**src/sv/cnmf_pkg.sv**
```systemverilog
// Shared types and constants for the crossing-number minutia finder.
`default_nettype none
package cnmf_pkg;

   localparam int MAX_WIDTH = 1024;
   localparam int LINE_AW   = $clog2(MAX_WIDTH);

   localparam int PIXEL_W = 8;
   localparam int FW_W    = 11;
   localparam int FH_W    = 14;
   localparam int COL_W   = 10;
   localparam int ROW_W   = 14;
   localparam int CNT_W   = 16;
   localparam int CODE_W  = 2;
   localparam int CSR_W   = 14;

   localparam logic [PIXEL_W-1:0] PIXEL_RIDGE = 8'd255;
   localparam logic [2:0] CN_ENDING      = 3'd1;
   localparam logic [2:0] CN_BIFURCATION = 3'd3;

   localparam logic [FW_W-1:0] FRAME_WIDTH_RESET  = 11'd1024;
   localparam logic [FH_W-1:0] FRAME_HEIGHT_RESET = 14'd1024;

   typedef enum logic {
      CSR_FRAME_WIDTH  = 1'b0,
      CSR_FRAME_HEIGHT = 1'b1
   } csr_index_type;

   // [row][col] of 2-bit codes: bit 0 nonzero, bit 1 ridge value
   typedef logic [2:0][2:0][CODE_W-1:0] win_type;

   typedef struct packed {
      logic found;
      logic bif;
   } det_type;

   typedef struct packed {
      logic [CNT_W-1:0] count;
      logic [ROW_W-1:0] row;
      logic [COL_W-1:0] col;
      logic             frame_end;
      logic             kind;
      logic             found;
   } rsp_type;

endpackage
`default_nettype wire

```
**src/sv/cnmf_ram.sv**
```systemverilog
// Generic single-write, single-read RAM with registered read data.
`default_nettype none
module cnmf_ram #(
   parameter int WIDTH = 4,
   parameter int DEPTH = 1024
) (
   input  wire logic                     clock,
   input  wire logic                     we,
   input  wire logic [$clog2(DEPTH)-1:0] waddr,
   input  wire logic [WIDTH-1:0]         wdata,
   input  wire logic [$clog2(DEPTH)-1:0] raddr,
   output logic      [WIDTH-1:0]         rdata
);

   logic [WIDTH-1:0] mem [DEPTH];

   always_ff @(posedge clock) begin
      if (we) begin
         mem[waddr] <= wdata;
      end
      rdata <= mem[raddr];
   end

endmodule
`default_nettype wire

```
**src/sv/cnmf_detect.sv**
```systemverilog
// Crossing-number test of the 3x3 window center.
`default_nettype none
module cnmf_detect
   import cnmf_pkg::*;
(
   input  wire logic    enable,
   input  wire win_type win,
   output det_type      det
);

   logic [7:0] ring;
   logic [7:0] diff;
   logic [3:0] changes;
   logic [2:0] cn;

   always_comb begin
      ring[0] = win[0][1][0];
      ring[1] = win[0][2][0];
      ring[2] = win[1][2][0];
      ring[3] = win[2][2][0];
      ring[4] = win[2][1][0];
      ring[5] = win[2][0][0];
      ring[6] = win[1][0][0];
      ring[7] = win[0][0][0];
      changes = '0;
      for (int i = 0; i < 8; i++) begin
         diff[i] = ring[i] ^ ring[(i + 1) % 8];
         changes = changes + {3'd0, diff[i]};
      end
      cn = changes[3:1];
      det.found = enable && win[1][1][1] && (cn == CN_ENDING || cn == CN_BIFURCATION);
      det.bif   = det.found && (cn == CN_BIFURCATION);
   end

endmodule
`default_nettype wire

```
**src/sv/cnmf_out_queue.sv**
```systemverilog
// Result register with skid stage.
`default_nettype none
module cnmf_out_queue
   import cnmf_pkg::*;
(
   input  wire logic    clock,
   input  wire logic    reset,
   input  wire logic    push,
   input  wire rsp_type push_data,
   input  wire logic    rsp_tready,
   output logic         rsp_tvalid,
   output rsp_type      rsp_data,
   output logic         full
);

   logic    out_valid_ff, out_valid_in;
   logic    skid_valid_ff, skid_valid_in;
   rsp_type out_ff, out_in;
   rsp_type skid_ff, skid_in;
   logic    pop;

   always_comb begin
      pop           = out_valid_ff && rsp_tready;
      out_valid_in  = out_valid_ff;
      skid_valid_in = skid_valid_ff;
      out_in        = out_ff;
      skid_in       = skid_ff;
      if (!out_valid_ff || pop) begin
         if (skid_valid_ff) begin
            out_valid_in  = 1'b1;
            out_in        = skid_ff;
            skid_valid_in = push;
            skid_in       = push_data;
         end else begin
            out_valid_in = push;
            out_in       = push_data;
         end
      end else if (push) begin
         skid_valid_in = 1'b1;
         skid_in       = push_data;
      end
   end

   always_ff @(posedge clock) begin
      if (reset) begin
         out_valid_ff  <= 1'b0;
         skid_valid_ff <= 1'b0;
      end else begin
         out_valid_ff  <= out_valid_in;
         skid_valid_ff <= skid_valid_in;
      end
   end

   always_ff @(posedge clock) begin
      out_ff  <= out_in;
      skid_ff <= skid_in;
   end

   assign rsp_tvalid = out_valid_ff;
   assign rsp_data   = out_ff;
   assign full       = skid_valid_ff;

endmodule
`default_nettype wire

```
**src/sv/crossing_number_minutia_finder_unit.sv**
```systemverilog
// Top level of the crossing-number minutia finder.
//
//   channel  direction  payload
//   req_     in         tdata[7:0] pixel
//   rsp_     out        tdata col,row,count; tuser found,kind; tlast frame_end
//   csr_     in         index 0 frame_width, 1 frame_height
//
// One pixel per cycle while req_tready is high; a result is registered in the output queue at transfer.
// The line store RAM is read one pixel ahead, so its registered read sets the pace.
// After reset all MAX_WIDTH (1024) line store entries are cleared with req_tready low.
// A full skid stage drops req_tready until rsp_tready drains it.
`default_nettype none
module crossing_number_minutia_finder_unit
   import cnmf_pkg::*;
(
   input  wire logic               clock,
   input  wire logic               reset,
   input  wire logic               req_tvalid,
   output logic                    req_tready,
   input  wire logic [7:0]         req_tdata,   // [7:0] pixel
   output logic                    rsp_tvalid,
   input  wire logic               rsp_tready,
   output logic [39:0]             rsp_tdata,   // [9:0] col, [23:10] row, [39:24] count
   output logic [1:0]              rsp_tuser,   // [0] found, [1] kind
   output logic                    rsp_tlast,   // frame_end
   input  wire logic               csr_we,
   input  wire logic               csr_index,
   input  wire logic [CSR_W-1:0]   csr_wdata
);

   logic [FW_W-1:0]    frame_width_ff;
   logic [FH_W-1:0]    frame_height_ff;
   logic [COL_W-1:0]   col_ff, col_in;
   logic [ROW_W-1:0]   row_ff, row_in;
   logic [CNT_W-1:0]   cnt_ff, cnt_in, cnt_inc;
   win_type            win_ff, win_in;
   logic [LINE_AW-1:0] clr_addr_ff;
   logic               clr_done_ff;

   logic                   accept;
   logic [CODE_W-1:0]      code, up, mid;
   logic [2*CODE_W-1:0]    line_rdata, line_wdata;
   logic [LINE_AW-1:0]     line_waddr, line_raddr;
   logic                   line_we;
   logic [FW_W-1:0]        width_last;
   logic [COL_W-1:0]       col_last;
   logic [FH_W-1:0]        row_last;
   logic                   last_col, last_row, last_pixel;
   det_type                det;
   rsp_type                res, rsp_data;
   logic                   push, q_full;

   always_ff @(posedge clock) begin
      if (reset) begin
         frame_width_ff  <= FRAME_WIDTH_RESET;
         frame_height_ff <= FRAME_HEIGHT_RESET;
      end else if (csr_we) begin
         unique case (csr_index_type'(csr_index))
            CSR_FRAME_WIDTH:  frame_width_ff  <= csr_wdata[FW_W-1:0];
            CSR_FRAME_HEIGHT: frame_height_ff <= csr_wdata[FH_W-1:0];
            default:          frame_height_ff <= frame_height_ff;
         endcase
      end
   end

   always_ff @(posedge clock) begin
      if (reset) begin
         clr_addr_ff <= '0;
         clr_done_ff <= 1'b0;
      end else if (!clr_done_ff) begin
         if (clr_addr_ff == LINE_AW'(MAX_WIDTH - 1)) begin
            clr_done_ff <= 1'b1;
         end else begin
            clr_addr_ff <= clr_addr_ff + 1'b1;
         end
      end
   end

   assign req_tready = clr_done_ff && !q_full;
   assign accept     = req_tvalid && req_tready;

   always_comb begin
      if (frame_width_ff < FW_W'(3)) begin
         width_last = FW_W'(2);
      end else if (frame_width_ff > FW_W'(MAX_WIDTH)) begin
         width_last = FW_W'(MAX_WIDTH - 1);
      end else begin
         width_last = frame_width_ff - 1'b1;
      end
      col_last = width_last[COL_W-1:0];
      row_last = (frame_height_ff < FH_W'(3)) ? FH_W'(2) : frame_height_ff - 1'b1;
      last_col   = col_ff >= col_last;
      last_row   = row_ff >= row_last;
      last_pixel = last_col && last_row;

      code = {req_tdata == PIXEL_RIDGE, req_tdata != '0};
      up   = line_rdata[2*CODE_W-1:CODE_W];
      mid  = line_rdata[CODE_W-1:0];
      for (int k = 0; k < 3; k++) begin
         win_in[k][0] = win_ff[k][1];
         win_in[k][1] = win_ff[k][2];
      end
      win_in[0][2] = up;
      win_in[1][2] = mid;
      win_in[2][2] = code;

      col_in  = last_col ? '0 : col_ff + 1'b1;
      row_in  = last_col ? (last_row ? '0 : row_ff + 1'b1) : row_ff;
      cnt_inc = (det.found && cnt_ff != '1) ? cnt_ff + 1'b1 : cnt_ff;
      cnt_in  = last_pixel ? '0 : cnt_inc;

      line_we    = clr_done_ff ? accept : 1'b1;
      line_waddr = clr_done_ff ? LINE_AW'(col_ff) : clr_addr_ff;
      line_wdata = clr_done_ff ? {mid, code} : '0;
      line_raddr = accept ? LINE_AW'(col_in) : LINE_AW'(col_ff);

      res.found     = det.found;
      res.kind      = det.bif;
      res.col       = det.found ? col_ff - 1'b1 : '0;
      res.row       = det.found ? row_ff - 1'b1 : '0;
      res.count     = cnt_inc;
      res.frame_end = last_pixel;
      push          = accept && (det.found || last_pixel);
   end

   cnmf_ram #(
      .WIDTH (2 * CODE_W),
      .DEPTH (MAX_WIDTH)
   ) u_line_ram (
      .clock (clock),
      .we    (line_we),
      .waddr (line_waddr),
      .wdata (line_wdata),
      .raddr (line_raddr),
      .rdata (line_rdata)
   );

   cnmf_detect u_detect (
      .enable (col_ff >= COL_W'(2) && row_ff >= ROW_W'(2)),
      .win    (win_in),
      .det    (det)
   );

   always_ff @(posedge clock) begin
      if (reset) begin
         col_ff <= '0;
         row_ff <= '0;
         cnt_ff <= '0;
         win_ff <= '0;
      end else if (accept) begin
         col_ff <= col_in;
         row_ff <= row_in;
         cnt_ff <= cnt_in;
         win_ff <= win_in;
      end
   end

   cnmf_out_queue u_out_queue (
      .clock      (clock),
      .reset      (reset),
      .push       (push),
      .push_data  (res),
      .rsp_tready (rsp_tready),
      .rsp_tvalid (rsp_tvalid),
      .rsp_data   (rsp_data),
      .full       (q_full)
   );

   assign rsp_tdata = {rsp_data.count, rsp_data.row, rsp_data.col};
   assign rsp_tuser = {rsp_data.kind, rsp_data.found};
   assign rsp_tlast = rsp_data.frame_end;

`ifndef NO_ASSERTIONS
   a_no_accept_while_clearing: assert property (
      @(posedge clock) disable iff (reset)
      accept |-> clr_done_ff
   ) else $error("pixel transfer during line store clear");

   a_plain_result_is_frame_end: assert property (
      @(posedge clock) disable iff (reset)
      (rsp_tvalid && !rsp_tuser[0]) |-> rsp_tlast
   ) else $error("result without minutia is not a frame end");

   a_frame_end_clears_counters: assert property (
      @(posedge clock) disable iff (reset)
      (accept && last_pixel) |=> (col_ff == '0 && row_ff == '0 && cnt_ff == '0)
   ) else $error("counters not cleared after frame end");
`endif

endmodule
`default_nettype wire

```
**config.mk**
```make
export PLATFORM = sky130hd
export DESIGN_NAME = crossing_number_minutia_finder_unit
export DESIGN_NICKNAME = d
export VERILOG_FILES = /design/src/sv/cnmf_pkg.sv /design/src/sv/cnmf_ram.sv /design/src/sv/cnmf_detect.sv /design/src/sv/cnmf_out_queue.sv /design/src/sv/crossing_number_minutia_finder_unit.sv
export SDC_FILE = /design/constraint.sdc
export NUM_CORES = 2
export LEC_CHECK = 0
export ABC_CLOCK_PERIOD_IN_PS = 20900
export BUFFER_PORTS_ARGS = -buffer_cell sky130_fd_sc_hd__buf_2
export CAP_MARGIN = 0
export CORE_ASPECT_RATIO = 1.5
export CORE_MARGIN = 5
export CORE_UTILIZATION = 40
export DETAILED_ROUTE_END_ITERATION = 10
export GPL_TIMING_DRIVEN = 0
export MAX_ROUTING_LAYER = met4
export PLACE_DENSITY = 0.52
export REMOVE_ABC_BUFFERS = 1
export SYNTH_ARGS = -nofsm -noshare
export SYNTH_HDL_FRONTEND = slang
export SYNTH_HIERARCHICAL = 1
export SYNTH_SLANG_ARGS = --single-unit
```
**constraint.sdc**
```tcl
create_clock -name clock -period 20.9 [get_ports clock]
set_input_delay 3.135 -clock clock [delete_from_list [all_inputs] [get_ports clock]]
set_output_delay 3.135 -clock clock [all_outputs]
set_load 0.03 [all_outputs]
```
==> impl_metrics.toml <==
[outcome]
status = "completed"

[sta]
whs_ns = 0.4616
finalCriticalPeriod_ns = 9.387
clock_skew_ns = 0.03735
fin_setup_tns_ns = 0
fmax_ghz = 0.1065
rsz0062_at_grt = "no"
fin_crit_sh_pct = 44.92
hold_viol = 0
tightestPinTransition_ns = 1.396
relSlewSlack_pct = 6.380
slew_violations = 0
setup_viol = 0

[placement]
dp.cells = 11656
placed_cell_area_sq_um = 140300
globalplace.congestion = 0.8031
portBuffers = 72
hpwlAfterDp_mm = 252.3

[critical_path]
path_common_cell = "buf_16"
slowest_delay_ns = 0.99
critPathRequiredTime_ns = 21.50
r2r_setup_slack_ns = 11.96
crit_fanout = 44
path_cells = "buf_2, and3b_1, nand3_1, nand2_4, buf_16, buf_16, buf_16, buf_16, buf_16, buf_16, mux4_2, mux4_2, o22a_1, a41oi_1, nor4_1, o211ai_1, nand4_1"
end_kind = "flop"
slowest_stage = "and3b_1"
crit_type = "input pin to flop"
cp_data_arrival_time_ns = 9.99
cp-start-kind = "input pin"

[routing]
drtAntennaViolNets = 0
drtPass1Iterations = 5
dr.first_iter.drc_count = 6694
viasPerCell = 5.760
remaining_drc_errors = 0
wl_per_cell_um = 31.95
vias = 70310
routed_wl_mm = 390.0

[clocking]
ctsResizeCount = 0
cts_htree_levels = 5
clock-sinks = 3246
post-cts-setup-buffers = 0
clk_pin_slew_ns = 0.07
clk_latency_ns = 0.89
root_buffer = "clkbuf_16"
cts_tree = "built"
cts_buffers = 309
clockBufferDepth = 4
ctsHoldBuffers = 0

[layout]
final_cell_mix = "3,158 x edfxtp_1, 1,166 x nor2_1, 661 x mux4_2"
seq_area_sq_um = 96590
multiInputGateArea_sq_um = 33260
drive_gt1_share_pct = 19.93
stdcell_area_sq_um = 150200
area_delta_synth_final_pct = 13.12
nFillCells = 28363
final_common_cell = "edfxtp_1"
final_nets = 7603
stdcell_count = 12207

[floorplan]
io_pins = 73
initial_core_util_pct = 40.09
die_h_um = 715.6
die_area_sq_um = 343800
row_count = 259
die_x_um = 480.4
coreArea_sq_um = 331200

[grt]
grt_pass1_wl_mm = 551.9
grt_pass1_vias = 73192
antenna_found_initial = 16
grt_overflow = 0
grt_start_max_net_pins = 100
grt_usage_pct = 23.06

[power_and_ir_drop]
ir_drop_uv = 68.43
p_leak_nw = 49.16
p_per_area_nw_per_um2 = 85.04

[logic_synthesis]
avgSynthCellArea_sq_um = 17.47
synth_area_sq_um = 132800
netlist_instances = 7598
yosys_warnings = 6

[flow_run]
maxCapViolCount = 0

[worst_hold_path]
min_path_type = "flop to flop"
## flip-flops by register name (all words and copies together), names as in the netlist, 3 cells and up
register and flops:
u_line_ram/rdata 3, col_ff 10, u_out_queue/skid_ff 43, u_out_queue/rsp_data 43, clr_addr_ff 10, frame_height_ff 14
frame_width_ff 11, win_ff 7, row_ff 14, u_line_ram/mem 3072, cnt_ff 16
## layout make-up
type | instances | area share (%)
Clock buffer | 374 | 5.452
Inverter | 21 | 0.06415
Antenna cell | 8 | 0.01333
Multi-Input combinational cell | 3687 | 22.14
Tap cell | 4437 | 3.696
Clock inverter | 165 | 1.046
Timing Repair Buffer | 269 | 3.270
Sequential cell | 3246 | 64.31
## stage by stage
stage | power [W] | util [%] | setup slack, ns
after floorplan | 0.007265 | - | -30.48
after global routing | 0.01316 | 45.35 | 11.27
after detailed placement | 0.007354 | 42.36 | 10.47
after CTS | 0.01290 | 45.31 | 11.43
final | 0.01277 | 45.35 | 11.51
after global placement | 0.007337 | 40.84 | -109.22
## critical path: cells and delay by family
kind            cells  cell delay, ns
compound gates      3            1.27
simple gates        5            2.30
buf+inv             7            1.88
mux                 2            1.12
## worst paths after layout
check | startpoint | to | cells past startpoint
setup / recovery | req_tvalid | u_line_ram/rdata[0]$_DFF_P_ | 17
hold / removal | win_ff[10]$_SDFFE_PP0P_ | win_ff[8]$_SDFFE_PP0P_ | 2
setup reg to reg | frame_width_ff[3]$_SDFFE_PP0P_ | u_line_ram/rdata[0]$_DFF_P_ | 25
hold reg to reg | win_ff[10]$_SDFFE_PP0P_ | win_ff[8]$_SDFFE_PP0P_ | 2
## report_power, final
group          total [W]  switching (W)  internal, W
registers        0.00705      0.0000139      0.00703
clock network    0.00556        0.00243      0.00313
logic           0.000165       0.000114    0.0000506
## routing by layer
layer / track usage, % / part of all wire (%) / vias to the layer above
li1: - / - / 29828
met1: 26.77 / 37 / 37524
met2: 41.25 / 54 / 2328
met3: 2.779 / 5.5 / 630
met4: 8.223 / 4.3 / 0
met5: - / 0 / -
Note: power is estimated with default switching activity, not from simulation.
